## config.mk

```make
export PLATFORM = sky130hd
export DESIGN_NAME = sample_packet_framer_crc16_flat
export DESIGN_NICKNAME = d
export VERILOG_FILES = /design/src/spf_pkg.sv /design/src/spf_if.sv /design/src/sample_packet_framer_crc16.sv /design/src/spf_crc16.sv /design/src/flat_wrapper.sv
export SDC_FILE = /design/constraint.sdc
export NUM_CORES = 1
export LEC_CHECK = 0
export ABC_AREA = 1
export BUFFER_PORTS_ARGS = -buffer_cell sky130_fd_sc_hd__buf_4
export CORE_MARGIN = 5
export CORE_UTILIZATION = 39
export CTS_CLUSTER_DIAMETER = 150
export DETAILED_ROUTE_END_ITERATION = 8
export GPL_TIMING_DRIVEN = 0
export SYNTH_ARGS = -nofsm -noshare
export SYNTH_HDL_FRONTEND = slang
export SYNTH_SLANG_ARGS = --single-unit
```

## constraint.sdc

```tcl
create_clock -name clk -period 7 [get_ports clk]
set_input_delay 0.7 -clock clk [delete_from_list [all_inputs] [get_ports clk]]
set_output_delay 0.7 -clock clk [all_outputs]
set_load 0.03 [all_outputs]
```

## src/spf_pkg.sv

```systemverilog
// shared constants, types and the crc-16 byte update for the sample packet framer
// no dependencies; used by spf_crc16 and sample_packet_framer_crc16
package spf_pkg;

	localparam int unsigned GPP_W      = 5;
	localparam int unsigned COUNT_W    = GPP_W + 1;
	localparam int unsigned AXIS_W     = 16;
	localparam int unsigned BYTE_W     = 8;
	localparam int unsigned CRC_W      = 16;
	localparam int unsigned PKT_NUM_W  = 8;
	localparam int unsigned SEQ_W      = 16;
	localparam int unsigned STEP_W     = 4;

	localparam logic [GPP_W-1:0]   GPP_RESET  = 5'd30;
	localparam logic [COUNT_W-1:0] GPP_ZERO_AS = 6'd32;
	localparam logic [CRC_W-1:0]   CRC_INIT   = 16'hFFFF;
	localparam logic [CRC_W-1:0]   CRC_POLY   = 16'hA001;

	typedef logic [STEP_W-1:0] step_t;

	// byte slots of one request, in send order
	localparam step_t STEP_ID         = 4'd0;
	localparam step_t STEP_DATA_FIRST = 4'd1;
	localparam step_t STEP_DATA_LAST  = 4'd8;
	localparam step_t STEP_CRC_HI     = 4'd9;
	localparam step_t STEP_CRC_LO     = 4'd10;

	// operation codes
	localparam logic OP_SAMPLE = 1'b0;
	localparam logic OP_FLUSH  = 1'b1;

	// controls for the running crc register
	typedef struct packed {
		logic absorb;   // fold data byte into the crc
		logic seed;     // start from the init value instead of the register
		logic clear;    // return the register to the init value
	} crc_ctrl_t;

	function automatic logic [CRC_W-1:0] crc_byte(input logic [CRC_W-1:0] crc,
		input logic [BYTE_W-1:0] data);
		logic [CRC_W-1:0] c;
		c = crc ^ {{(CRC_W-BYTE_W){1'b0}}, data};
		for (int i = 0; i < BYTE_W; i++) begin
			c = c[0] ? ((c >> 1) ^ CRC_POLY) : (c >> 1);
		end
		return c;
	endfunction

endpackage

```

## src/spf_if.sv

```systemverilog
// valid/ready channel interfaces for sample requests and framed bytes
// depends on nothing; used by sample_packet_framer_crc16
interface spf_in_if;
	logic               valid;
	logic               ready;
	logic               operation;
	logic signed [15:0] axis_x;
	logic signed [15:0] axis_y;
	logic signed [15:0] axis_z;

	modport source (output valid, output operation, output axis_x, output axis_y,
		output axis_z, input ready);
	modport sink (input valid, input operation, input axis_x, input axis_y,
		input axis_z, output ready);
endinterface

interface spf_out_if;
	logic       valid;
	logic       ready;
	logic [7:0] out_byte;
	logic       end_of_packet;
	logic       end_of_run;

	modport source (output valid, output out_byte, output end_of_packet,
		output end_of_run, input ready);
	modport sink (input valid, input out_byte, input end_of_packet,
		input end_of_run, output ready);
endinterface

```

## src/sample_packet_framer_crc16.sv

```systemverilog
// top level of the sample packet framer: request buffer, byte sequencer, output register
// depends on spf_pkg, spf_in_if / spf_out_if and spf_crc16
//
//   channel      dir  payload                                        handshake
//   sample_in    in   operation, axis_x, axis_y, axis_z              valid / ready
//   frame_out    out  out_byte, end_of_packet, end_of_run            valid / ready
//   cfg          in   cfg_wdata = group limit (5 bits)               cfg_we, no wait
//
// the byte-wide output register sends one byte per cycle while frame_out is ready: a sample request
// sends 8 bytes, 9 if it opens a packet, 10 if it closes one, 11 for both; a flush sends 2, none if empty
// the next request is taken in the cycle the current one issues its last byte
// arst_n clears all control state, the crc to 0xFFFF and the group limit to 30
// a stall on frame_out holds the output register and freezes the sequencer, but an empty flush still completes
module sample_packet_framer_crc16 #(
	parameter logic [spf_pkg::GPP_W-1:0] GppReset = spf_pkg::GPP_RESET
) (
	input  logic                        clk,
	input  logic                        arst_n,
	spf_in_if.sink                      sample_in,
	spf_out_if.source                   frame_out,
	input  logic                        cfg_we,
	input  logic [spf_pkg::GPP_W-1:0]   cfg_wdata
);

	// request buffer
	logic                               item_v_s1;
	logic                               op_s1;
	logic [spf_pkg::AXIS_W-1:0]         x_s1;
	logic [spf_pkg::AXIS_W-1:0]         y_s1;
	logic [spf_pkg::AXIS_W-1:0]         z_s1;

	// sequencer position within the current request
	logic                               started_q;
	spf_pkg::step_t                     step_q;

	// framing state
	logic [spf_pkg::GPP_W-1:0]          gpp_q;
	logic [spf_pkg::PKT_NUM_W-1:0]      pkt_num_q;
	logic [spf_pkg::GPP_W-1:0]          groups_q;
	logic [spf_pkg::SEQ_W-1:0]          seq_q;
	logic                               open_q;

	// output register
	logic                               out_v_q;
	logic [spf_pkg::BYTE_W-1:0]         byte_q;
	logic                               eop_q;
	logic                               eor_q;

	logic [spf_pkg::COUNT_W-1:0]        limit;
	logic [spf_pkg::COUNT_W-1:0]        count;
	logic                               close_now;
	logic                               closes;
	spf_pkg::step_t                     first_step;
	spf_pkg::step_t                     cur_step;
	spf_pkg::step_t                     last_step;
	spf_pkg::step_t                     data_idx;
	logic                               empty_flush;
	logic                               out_free;
	logic                               fire;
	logic                               emit;
	logic                               done;
	logic                               is_last;
	logic [spf_pkg::PKT_NUM_W-1:0]      pkt_next;
	logic [spf_pkg::AXIS_W-1:0]         word;
	logic [spf_pkg::BYTE_W-1:0]         byte_d;
	logic [spf_pkg::CRC_W-1:0]          crc;
	spf_pkg::crc_ctrl_t                 crc_ctrl;

	// a group limit of zero counts as 32
	assign limit     = (gpp_q == '0) ? spf_pkg::GPP_ZERO_AS : {1'b0, gpp_q};
	assign count     = {1'b0, groups_q} + {{(spf_pkg::COUNT_W-1){1'b0}}, 1'b1};
	assign close_now = (count >= limit);
	assign closes    = (op_s1 == spf_pkg::OP_FLUSH) || close_now;
	assign pkt_next  = pkt_num_q + {{(spf_pkg::PKT_NUM_W-1){1'b0}}, 1'b1};

	// where the request starts and ends in the byte slot list
	assign first_step = (op_s1 == spf_pkg::OP_FLUSH) ? spf_pkg::STEP_CRC_HI :
		(open_q ? spf_pkg::STEP_DATA_FIRST : spf_pkg::STEP_ID);
	assign cur_step   = started_q ? step_q : first_step;
	assign last_step  = closes ? spf_pkg::STEP_CRC_LO : spf_pkg::STEP_DATA_LAST;
	assign is_last    = (cur_step == last_step);

	// flush on an empty packet sends nothing, only bumps the packet id
	assign empty_flush = (op_s1 == spf_pkg::OP_FLUSH) && !open_q && !started_q;
	assign out_free    = !out_v_q || frame_out.ready;
	assign fire        = item_v_s1 && (empty_flush || out_free);
	assign emit        = fire && !empty_flush;
	assign done        = fire && (empty_flush || is_last);

	assign sample_in.ready = !item_v_s1 || done;

	// data slots: sequence, x, y, z, each high byte first
	assign data_idx = cur_step - spf_pkg::STEP_DATA_FIRST;

	always_comb begin
		unique case (data_idx[2:1])
			2'd0:    word = seq_q;
			2'd1:    word = x_s1;
			2'd2:    word = y_s1;
			default: word = z_s1;
		endcase
	end

	always_comb begin
		unique case (cur_step)
			spf_pkg::STEP_ID:     byte_d = pkt_next;
			spf_pkg::STEP_CRC_HI: byte_d = crc[15:8];
			spf_pkg::STEP_CRC_LO: byte_d = crc[7:0];
			default:              byte_d = data_idx[0] ? word[7:0] : word[15:8];
		endcase
	end

	// id byte restarts the crc, data bytes fold in, the low crc byte clears it
	always_comb begin
		crc_ctrl.seed   = (cur_step == spf_pkg::STEP_ID);
		crc_ctrl.absorb = emit && (cur_step <= spf_pkg::STEP_DATA_LAST);
		crc_ctrl.clear  = emit && (cur_step == spf_pkg::STEP_CRC_LO);
	end

	spf_crc16 u_crc (
		.clk    (clk),
		.arst_n (arst_n),
		.ctrl   (crc_ctrl),
		.data   (byte_d),
		.crc    (crc)
	);

	// request buffer: payload needs no reset
	always_ff @(posedge clk) begin
		if (sample_in.valid && sample_in.ready) begin
			op_s1 <= sample_in.operation;
			x_s1  <= sample_in.axis_x;
			y_s1  <= sample_in.axis_y;
			z_s1  <= sample_in.axis_z;
		end
	end

	always_ff @(posedge clk or negedge arst_n) begin
		if (!arst_n) begin
			item_v_s1 <= 1'b0;
		end else if (sample_in.ready) begin
			item_v_s1 <= sample_in.valid;
		end
	end

	// sequencer and framing state
	always_ff @(posedge clk or negedge arst_n) begin
		if (!arst_n) begin
			started_q <= 1'b0;
			step_q    <= spf_pkg::STEP_ID;
			gpp_q     <= GppReset;
			pkt_num_q <= '0;
			groups_q  <= '0;
			seq_q     <= '0;
			open_q    <= 1'b0;
		end else begin
			if (cfg_we) begin
				gpp_q <= cfg_wdata;
			end
			if (done) begin
				started_q <= 1'b0;
			end else if (emit) begin
				started_q <= 1'b1;
				step_q    <= cur_step + spf_pkg::STEP_DATA_FIRST;
			end
			// packet id advances as its byte goes out, or on an empty flush
			if ((emit && cur_step == spf_pkg::STEP_ID) || (fire && empty_flush)) begin
				pkt_num_q <= pkt_next;
			end
			if (done && !empty_flush) begin
				if (op_s1 == spf_pkg::OP_SAMPLE) begin
					seq_q <= seq_q + {{(spf_pkg::SEQ_W-1){1'b0}}, 1'b1};
				end
				groups_q <= closes ? '0 : count[spf_pkg::GPP_W-1:0];
				open_q   <= !closes;
			end
		end
	end

	// output register
	always_ff @(posedge clk or negedge arst_n) begin
		if (!arst_n) begin
			out_v_q <= 1'b0;
		end else if (emit) begin
			out_v_q <= 1'b1;
		end else if (frame_out.ready) begin
			out_v_q <= 1'b0;
		end
	end

	always_ff @(posedge clk) begin
		if (emit) begin
			byte_q <= byte_d;
			eop_q  <= (cur_step == spf_pkg::STEP_CRC_LO);
			eor_q  <= is_last;
		end
	end

	assign frame_out.valid         = out_v_q;
	assign frame_out.out_byte      = byte_q;
	assign frame_out.end_of_packet = eop_q;
	assign frame_out.end_of_run    = eor_q;

endmodule

```

## src/spf_crc16.sv

```systemverilog
// running crc-16 register (reflected poly 0xA001, init 0xFFFF), one byte per cycle
// depends on spf_pkg
module spf_crc16 (
	input  logic                          clk,
	input  logic                          arst_n,
	input  spf_pkg::crc_ctrl_t            ctrl,
	input  logic [spf_pkg::BYTE_W-1:0]    data,
	output logic [spf_pkg::CRC_W-1:0]     crc
);

	logic [spf_pkg::CRC_W-1:0] crc_q;
	logic [spf_pkg::CRC_W-1:0] base;

	assign base = ctrl.seed ? spf_pkg::CRC_INIT : crc_q;
	assign crc  = crc_q;

	always_ff @(posedge clk or negedge arst_n) begin
		if (!arst_n) begin
			crc_q <= spf_pkg::CRC_INIT;
		end else if (ctrl.clear) begin
			crc_q <= spf_pkg::CRC_INIT;
		end else if (ctrl.absorb) begin
			crc_q <= spf_pkg::crc_byte(base, data);
		end
	end

endmodule

```

## src/flat_wrapper.sv

```systemverilog
// flat-port wrapper written by rule: the top's interface ports become plain ports
module sample_packet_framer_crc16_flat 
#(
	parameter logic [spf_pkg::GPP_W-1:0] GppReset = spf_pkg::GPP_RESET
)
  (clk, arst_n, cfg_we, cfg_wdata, sample_in_valid, sample_in_operation, sample_in_axis_x, sample_in_axis_y, sample_in_axis_z, sample_in_ready, frame_out_valid, frame_out_out_byte, frame_out_end_of_packet, frame_out_end_of_run, frame_out_ready);
  spf_in_if sample_in_i ();
  spf_out_if frame_out_i ();
  input  logic clk;
  input  logic arst_n;
  input  logic cfg_we;
  input  logic [spf_pkg::GPP_W-1:0] cfg_wdata;
  input wire logic [$bits(sample_in_i.valid)-1:0] sample_in_valid;
  input wire logic [$bits(sample_in_i.operation)-1:0] sample_in_operation;
  input wire logic [$bits(sample_in_i.axis_x)-1:0] sample_in_axis_x;
  input wire logic [$bits(sample_in_i.axis_y)-1:0] sample_in_axis_y;
  input wire logic [$bits(sample_in_i.axis_z)-1:0] sample_in_axis_z;
  output wire logic [$bits(sample_in_i.ready)-1:0] sample_in_ready;
  output wire logic [$bits(frame_out_i.valid)-1:0] frame_out_valid;
  output wire logic [$bits(frame_out_i.out_byte)-1:0] frame_out_out_byte;
  output wire logic [$bits(frame_out_i.end_of_packet)-1:0] frame_out_end_of_packet;
  output wire logic [$bits(frame_out_i.end_of_run)-1:0] frame_out_end_of_run;
  input wire logic [$bits(frame_out_i.ready)-1:0] frame_out_ready;
  assign sample_in_i.valid = sample_in_valid;
  assign sample_in_i.operation = sample_in_operation;
  assign sample_in_i.axis_x = sample_in_axis_x;
  assign sample_in_i.axis_y = sample_in_axis_y;
  assign sample_in_i.axis_z = sample_in_axis_z;
  assign sample_in_ready = sample_in_i.ready;
  assign frame_out_valid = frame_out_i.valid;
  assign frame_out_out_byte = frame_out_i.out_byte;
  assign frame_out_end_of_packet = frame_out_i.end_of_packet;
  assign frame_out_end_of_run = frame_out_i.end_of_run;
  assign frame_out_i.ready = frame_out_ready;
  sample_packet_framer_crc16 #(.GppReset(GppReset)) u_core (.clk(clk), .arst_n(arst_n), .sample_in(sample_in_i), .frame_out(frame_out_i), .cfg_we(cfg_we), .cfg_wdata(cfg_wdata));
endmodule
```

-- Word-level counts from Yosys, hierarchy flattened
Cells that the tools add are included.
- register bits: 117
- input bits: 59
- output and inout bits: 12
- word-level logic and storage cells: 95
- $add $sub $neg: 5
- $lt $le $gt $ge: 2
- equality and inequality tests: 5
- multiplexer cells: 24
- bitwise gates (word level): 11
- reduce and logical (&&, ||, !) cells: 31
- operators by type and width (kind ; number):
    $mux W16 ; 11
    $pmux W16 S3 ; 1
    $not A2 Y3 ; 8
    $pmux W8 S3 ; 1
    $add A16 B1 Y16 const B ; 1
    $xor A16 B8 Y16 ; 1
    $logic_and A1 B1 Y1 ; 11
    $add A8 B1 Y8 const B ; 1
    $eq A4 B4 Y1 const B ; 2
    $mux W4 ; 2
    $mux W8 ; 1
    $add A5 B1 Y6 const B ; 1
    $ge A6 B6 Y1 ; 1
    $logic_not A1 Y1 ; 6
    $logic_or A1 B1 Y1 ; 6
    $mux W6 ; 1
    $reduce_bool A2 Y1 ; 3
    $logic_not A5 Y1 ; 1
    $mux W1 ; 5
    $mux W5 ; 1
    $add A4 B1 Y4 const B ; 1
    $eq A4 B4 Y1 ; 1
    $le A4 B4 Y1 const B ; 1
    $logic_not A4 Y1 ; 1
    other kinds (7) ; 9

-- Longest topological paths before layout
Gate-level depths: netlist (run 1).
- depth in word-level cells: 27
- mapped depth: 27
- depth with buffers taken out: 25

-- By module
From an unflattened synthesis (run 1), not the netlist that was laid out.
- cell total of the unflattened synthesis: 738
- area total of the unflattened synthesis: 6307.3 um^2
- by module, submodules not included (module ; times used ; cells an instance ; area each (um^2) ; seq. area each (um^2)):
    sample_packet_framer_crc16 ; 1 ; 574 ; 5173.7 ; 2827.7
    spf_crc16 ; 1 ; 164 ; 1133.6 ; 420.4

-- Worst setup path after synthesis (run 1)
No wires, ideal clock.
- kind: reg-to-reg
- from: reg u_core.groups_q[0] (netlist name)
- to: reg u_core.op_s1 (enable)
- library setup time: 0.472 ns
- data arrival time: 4.456 ns
- data required time: 6.528 ns
- setup slack: 2.072 ns
- stages on the path, launching flop included: 13
- path buffers: 0
- period minus slack after synthesis: 4.928 ns
- cell sequence: dfrtp_1 > ha_1 > xor2_1 > ha_1 > a21boi_1 > o21ai_1 > nand2_1 > a21oi_1 > o21a_1 > xor2_1 > nor3_2 > o21ai_0 > a21oi_1
- word-level cells in the longest chain between the ends: 9
- ends and longest elaborated chain (what ; line ; RTL):
    from (decl) ; sample_packet_framer_crc16.sv:39 ; logic [spf_pkg::GPP_W-1:0] groups_q;
    from (signal assigned) ; sample_packet_framer_crc16.sv:174 ; groups_q <= closes ? '0 : count[spf_pkg::GPP_W-1:0];
    $add A5 B1 Y6 ; sample_packet_framer_crc16.sv:71 ; assign count = {1'b0, groups_q} + {{(spf_pkg::COUNT_W-1){1'b0}}, 1'b1};
    $ge A6 B6 Y1 ; sample_packet_framer_crc16.sv:72 ; assign close_now = (count >= limit);
    $logic_or A1 B1 Y1 ; sample_packet_framer_crc16.sv:73 ; assign closes = (op_s1 == spf_pkg::OP_FLUSH) || close_now;
    $mux W2 ; sample_packet_framer_crc16.sv:80 ; assign last_step = closes ? spf_pkg::STEP_CRC_LO : spf_pkg::STEP_DATA_LAST;
    $eq A4 B4 Y1 ; sample_packet_framer_crc16.sv:81 ; assign is_last = (cur_step == last_step);
    named net u_core.is_last ; sample_packet_framer_crc16.sv:62 ; logic is_last;
    $logic_or A1 B1 Y1 ; sample_packet_framer_crc16.sv:88 ; assign done = fire && (empty_flush || is_last);
    $logic_and A1 B1 Y1 ; sample_packet_framer_crc16.sv:88 ;
    $logic_or A1 B1 Y1 ; sample_packet_framer_crc16.sv:90 ; assign sample_in.ready = !item_v_s1 || done;
    $logic_and A1 B1 Y1 ; sample_packet_framer_crc16.sv:130 ; if (sample_in.valid && sample_in.ready) begin
    to (signal assigned) ; sample_packet_framer_crc16.sv:131 ; op_s1 <= sample_in.operation;
    to (decl) ; sample_packet_framer_crc16.sv:27 ; logic op_s1;
The timed path passes the listed nets, and every way through them passes these cells.
A chain may end at the register's enable or synchronous reset.

-- Final worst setup path (run 1)
- from: reg u_core.groups_q[0] (netlist name)
- to: out sample_in_ready
- word-level cells in the longest chain between the ends: 8
- ends and longest elaborated chain (what ; line ; RTL):
    $add A5 B1 Y6 ; sample_packet_framer_crc16.sv:71 ;
    $ge A6 B6 Y1 ; sample_packet_framer_crc16.sv:72 ;
    $logic_or A1 B1 Y1 ; sample_packet_framer_crc16.sv:73 ;
    $mux W2 ; sample_packet_framer_crc16.sv:80 ;
    $eq A4 B4 Y1 ; sample_packet_framer_crc16.sv:81 ;
    named net u_core.is_last ; sample_packet_framer_crc16.sv:62 ;
    $logic_or A1 B1 Y1 ; sample_packet_framer_crc16.sv:88 ;
    $logic_and A1 B1 Y1 ; sample_packet_framer_crc16.sv:88 ;
    $logic_or A1 B1 Y1 ; sample_packet_framer_crc16.sv:90 ;
    to (decl) ; flat_wrapper.sv:18 ; output wire logic [$bits(sample_in_i.ready)-1:0] sample_in_ready;
The timed path passes the listed nets, and every way through them passes these cells.

==> results of run 1 <==
[layer usage]
| layer | global-route usage (%) | vias up |
|---|---|---|
| met5 | 0 | - |
| met4 | 7.00 | 0 |
| li1 | - | 2433 |
| met3 | 4.20 | 27 |
| met1 | 24.1 | 2305 |
| met2 | 26.8 | 159 |
[sequential cells by signal, summed over array words and instances (netlist names), 8 cells and up]
| name | cells |
|---|---|
| u_core.z_s1 | 16 |
| u_core.x_s1 | 16 |
| u_core.frame_out.out_byte | 8 |
| u_core.pkt_num_q | 8 |
| u_core.u_crc.crc | 16 |
| u_core.seq_q | 16 |
| u_core.y_s1 | 16 |
[Yosys cell counts (all sizes together)]
| library cell | count |
|---|---|
| xnor2 | 9 |
| clkbuf | 3 |
| o31ai | 2 |
| o211ai | 3 |
| a31oi | 3 |
| o31a | 1 |
| nand3b | 1 |
| dfstp | 20 |
| o221ai | 1 |
| nand2 | 175 |
| o21a | 1 |
| buf | 12 |
| inv | 85 |
| or2 | 2 |
| nand3 | 85 |
| o32a | 1 |
| o21ai | 43 |
| o22ai | 12 |
| nor2 | 42 |
| and3 | 1 |
| nor3 | 14 |
| edfxtp | 59 |
| o2111ai | 2 |
| dfrtp | 38 |
| ha | 9 |
| nand4 | 4 |
| xor2 | 21 |
| clkinv | 3 |
| a21boi | 1 |
| a22oi | 6 |
| a21oi | 16 |
[worst max-delay path by stage]
stage                                   from         endpoint  depth (start not counted)
final                     u_core.groups_q[0]  sample_in_ready                         13
after detailed placement  u_core.groups_q[0]  sample_in_ready                         13
after global placement    u_core.groups_q[0]  u_core.y_s1[13]                         12
after global routing      u_core.groups_q[0]  sample_in_ready                         13
after floorplan           u_core.groups_q[0]     u_core.op_s1                         12
after CTS                 u_core.groups_q[0]  sample_in_ready                         13
[final cells by class]
type | instances | area, sq um | share of cell area, %
well taps | 211 | 264 | 3.51
inverters | 88 | 335 | 4.46
repair buffers | 70 | 538 | 7.16
flip-flops and latches | 117 | 3250 | 43.2
plain buffers | 15 | 104 | 1.38
clock inverters | 13 | 136 | 1.81
clock buffers | 19 | 433 | 5.76
multi-input cells | 455 | 2460 | 32.7
[metrics by stage]
step	instance area (sq um)	instances	hold WS, ps	setup slack (ps)
floorplan	6130	675	404	2070
global placement	6920	955	486	567
detailed placement	6950	956	493	3200
CTS	7520	988	389	2740
global route	7520	988	424	2500
finish	7520	988	357	2800
[kinds of logic after synthesis]
family | Yosys count | share of synthesized area (%)
flops | 117 | 52.9
compound gates | 92 | 9.01
simple gates | 324 | 24.8
xor+xnor | 30 | 4.28
buf+inv | 103 | 7.16
fa+ha+maj | 9 | 1.84
==> run summary, run 1 <==
Outcome: finished, final reports clean
Mean Syn Cell Area: 9.09 sq um
Die Y: 135 microns
Syn_nets: 743
Routed met3 length: 847 microns
WP data arrival: 3500 ps
Die width: 135 microns
Post-synthesis cell count: 675
GR Util All Layers: 17.5%
Number of H-tree levels: 4
Pin count of the biggest net entering global routing: 59
CTS buffer count: 17
Post-route ant nets: 0
Largest fanout on the critical path: 5
Synth Register Bits: 117
Initial antenna violation count: 0
Area grow syn2layout: 22.5%
Remaining routing DRC violations: 0
Critical path's largest stage delay: 630 ps
Crit path buf inv count: 1
Unique cell type count in the Yosys netlist: 49
Filler cells: 1509
CP Class: flip-flop to output pin
Maximum buffer depth of the clock tree: 2
Finish-stage setup viols: 0
Post_cts resized: 0
Root Buffer: clkbuf_16
Yosys warns: 0
R2R Setup Slk: 3270 ps
Drt total wl: 15300 microns
Hold_buf cts: 0
Count of pins over their slew limit: 0
R2R depth: 13
Achievable Freq: 238 MHz
Commonest non-fill, non-tap cells in the layout: nand2_1, nand3_1, inv_1, buf_4, edfxtp_1
Gr ovfl total: 0
Max Clock Skew: 8.41 ps
Setup tns final: 0 ps
First-pass GRT wire length: 24800 microns
Clk sinks: 117
End of the worst register-to-register path: u_core.y_s1[13]
Initial DRC count: 477
Fin nets: 832
Area contributors post-synth: edfxtp_1, dfrtp_1, nand2_1
CTS tree: built
PortBufs: 69
RSZ-0062 raised after global routing: no
Drt pass-1 iters: 5
Rel. slew slack: 46.8%
HP Class: input pin to asynchronous set/reset pin
Max Used Layer: met4
Tcrit/Tclk final: 60.1%
Core Region: 15300 sq um
Layout cells sized above 1: 22.3%
Metal2 WL: 7010 microns
Latest clock arrival within the worst-skew pair: 420 ps
Wire per inst: 15.5 microns
Synth top area share: 28.9%
Via density: 4.98
Final min period: 4200 ps
CP cell instances: ha_1 -> xor2_1 -> ha_1 -> a21boi_1 -> o21ai_1 -> nand2_1 -> a21oi_1 -> o21a_1 -> xor2_1 -> nor3_2 -> o21ai_0 -> nand2_1 -> buf_4
Max-cap violations: 0
HPWL after DPL: 11400 microns
Post-Syn Area: 6130 sq um
Crit path max-delay cell type: o21ai_0
Worst Tran Pin Value: 789 ps
Vias: 4924
Crit end category: output pin
Antenna cells: 0
Number of global-route vias before repair: 4926
# IOs: 71
Dominant cell type by area after synthesis: edfxtp_1
Critical Path Start Type: flip-flop
WL met1: 7090 microns
Commonest non-fill, non-tap cell in the layout: nand2_1
Die area: 18300 sq um
Post-CTS setup buffer count: 0
Number of core rows: 45
Final-report hold violation count: 0
Clk pin slew, worst setup/hold paths: 60 ps
Critical path's top delay family: compound AO/OA/AOI/OAI gates
RePlAce Congestion: 0.871
Crit Reg-Reg Startpoint: u_core.groups_q[0]
Critical Path RT: 6300 ps
Initial Util: 40.1%
Post-layout util: 49.1%
Seq/Total Area, Yosys: 52.9%
Power of run 1 is not shown: default switching activity piles up to over one toggle a cycle in this logic, so the estimate is an artifact.
==> run 2: changes to the inputs <==
- clock period: 7 -> 3.6 ns (I/O delays scaled with it)
==> run summary, run 2 (same netlist as run 1, synthesis figures left out) <==
Outcome: finished, final reports clean
PortBufs: 69 (unchanged)
Tcrit/Tclk final: 93.1%
Post-route ant nets: 0 (unchanged)
Die area: 18300 sq um (unchanged)
Number of global-route vias before repair: 5002 (+1.5%)
Seq. cell area: 3250 sq um (unchanged)
Finish-stage setup viols: 0 (unchanged)
CP Class: flip-flop to output pin
Fin nets: 838 (+0.72%)
Clk sinks: 117 (unchanged)
Max Clock Skew: 9.79 ps (+1.38 ps)
Commonest non-fill, non-tap cell in the layout: nand2_1
Worst Tran Pin Value: 781 ps (-8.08 ps)
CTS buffer count: 17 (unchanged)
Remaining routing DRC violations: 0 (unchanged)
Die width: 135 microns (unchanged)
Antenna cells: 0 (unchanged)
Final min period: 3350 ps
Crit end category: output pin
Drt pass-1 iters: 5 (unchanged)
Count of pins over their slew limit: 0 (unchanged)
Critical Path Start Type: flip-flop
First-pass GRT wire length: 25500 microns (+2.7%)
Worst slack at placement: -213 ps (-3410 ps)
Clk pin slew, worst setup/hold paths: 60 ps (about the same)
WP data arrival: 2990 ps (-510 ps)
Placed insts: 956 (unchanged)
HPWL after DPL: 11300 microns (-0.73%)
Gr ovfl total: 0 (unchanged)
Post-layout util: 49.7% (+0.63 points)
Wire per inst: 15.6 microns (+0.95%)
CTS tree: built
GR Util All Layers: 18.0% (+0.49 points)
Root Buffer: clkbuf_16
Max-cap violations: 0 (unchanged)
Die Y: 135 microns (unchanged)
Number of core rows: 45 (unchanged)
Critical Path RT: 3240 ps (-3060 ps)
Rel. slew slack: 47.9% (+1.1 points)
Worst setup margin: 249 ps (-2550 ps)
Core Region: 15300 sq um (unchanged)
Initial Util: 40.1% (unchanged)
Latest clock arrival within the worst-skew pair: 430 ps (about the same)
# IOs: 71 (unchanged)
Layout cells sized above 1: 23.9% (+1.6 points)
Finished Layout Cells: 994 (+0.61%)
Number of H-tree levels: 4 (unchanged)
RePlAce Congestion: 0.895 (+2.8%)
Maximum buffer depth of the clock tree: 2 (unchanged)
Drt total wl: 15600 microns (+1.6%)
Hold_buf cts: 0 (unchanged)
Initial DRC count: 311 (-35%)
Achievable Freq: 298 MHz
Commonest non-fill, non-tap cells in the layout: nand2_1, nand3_1, inv_1, buf_4, edfxtp_1
RSZ-0062 raised after global routing: yes
Final-report hold violation count: 0 (unchanged)
Area of the multi-input gates: 2500 sq um (+1.8%)
Largest fanout on the critical path: 5 (unchanged)
Filler cells: 1485 (-1.6%)
Via density: 5.01 (+0.57%)
Pin count of the biggest net entering global routing: 59 (unchanged)
Vias: 4982 (+1.2%)
Hold Worst Slack: 22.6 ps (-335 ps)
Area grow syn2layout: 24.1%
HP Class: input pin to asynchronous set/reset pin
Initial antenna violation count: 0 (unchanged)
-- run 2: cell count changes in the layout (fill, tap and decap cells not counted), moves of 2 or more --
cell / change
buf_4: +4
clkinv_1: -2
clkinv_2: +3
clkinv_4: -3
clkinvlp_4: +2
-- run 2: metrics by stage --
step / TNS (ps) / instance area (sq um)
2_1_floorplan: 0 / 6150
6_report: 0 / 7610
3_3_place_gp: -26860 / 6930
4_1_cts: 0 / 7520
5_1_grt: -81.0 / 7610
3_5_place_dp: -6360 / 6950
-- run 2: repair_timing --
action | in CTS | in global routing
pin swaps | 0 | 3
gates resized for setup | 4 | 6
setup buffers | 0 | 5
setup endpoints to repair | 31 | 42
gates cloned | 0 | 1
-- run 2: path summary, 6_finish.rpt --
kind	startpoint	to	slack (ps)	cells after the start
max	u_core.groups_q[0]	sample_in_ready	250	13
min	arst_n	u_core.seq_q[12]	20	1
max reg2reg	u_core.groups_q[0]	u_core.seq_q[7]	280	16
min reg2reg	u_core.gpp_q[2]	u_core.gpp_q[2]	500	2
min in group clk	sample_in_axis_x[0]	u_core.x_s1[0]	110	1
max in group asynchronous	arst_n	u_core.pkt_num_q[5]	3080	1
-- run 2: cell type report --
cell class,instances,share of cell area [%]
well taps,211,3.47
clock buffers,19,5.69
repair buffers,75,7.72
plain buffers,15,1.36
clock inverters,13,1.76
inverters,88,4.45
multi-input cells,456,32.9
flip-flops and latches,117,42.7
-- run 2: layer usage --
metal,up-vias,share of wire (%),track usage (%)
li1,2450,-,-
met1,2359,46,24.8
met2,144,46,26.9
met3,29,5.1,4.68
met4,0,2.6,7.89
met5,-,0,0
-- run 2: critical path, cell delays in order, from the launching register on --
cell      delay, ps
dfrtp_1         420
ha_1            240
xor2_1          200
ha_1            260
a21boi_1        130
o21ai_1         120
nand2_1          60
a21oi_1         120
o21a_2          190
xor2_1          200
nor3_2          100
o21ai_4         240
nand2_1         100
buf_4           180
Power of run 2 is left out for the same reason.
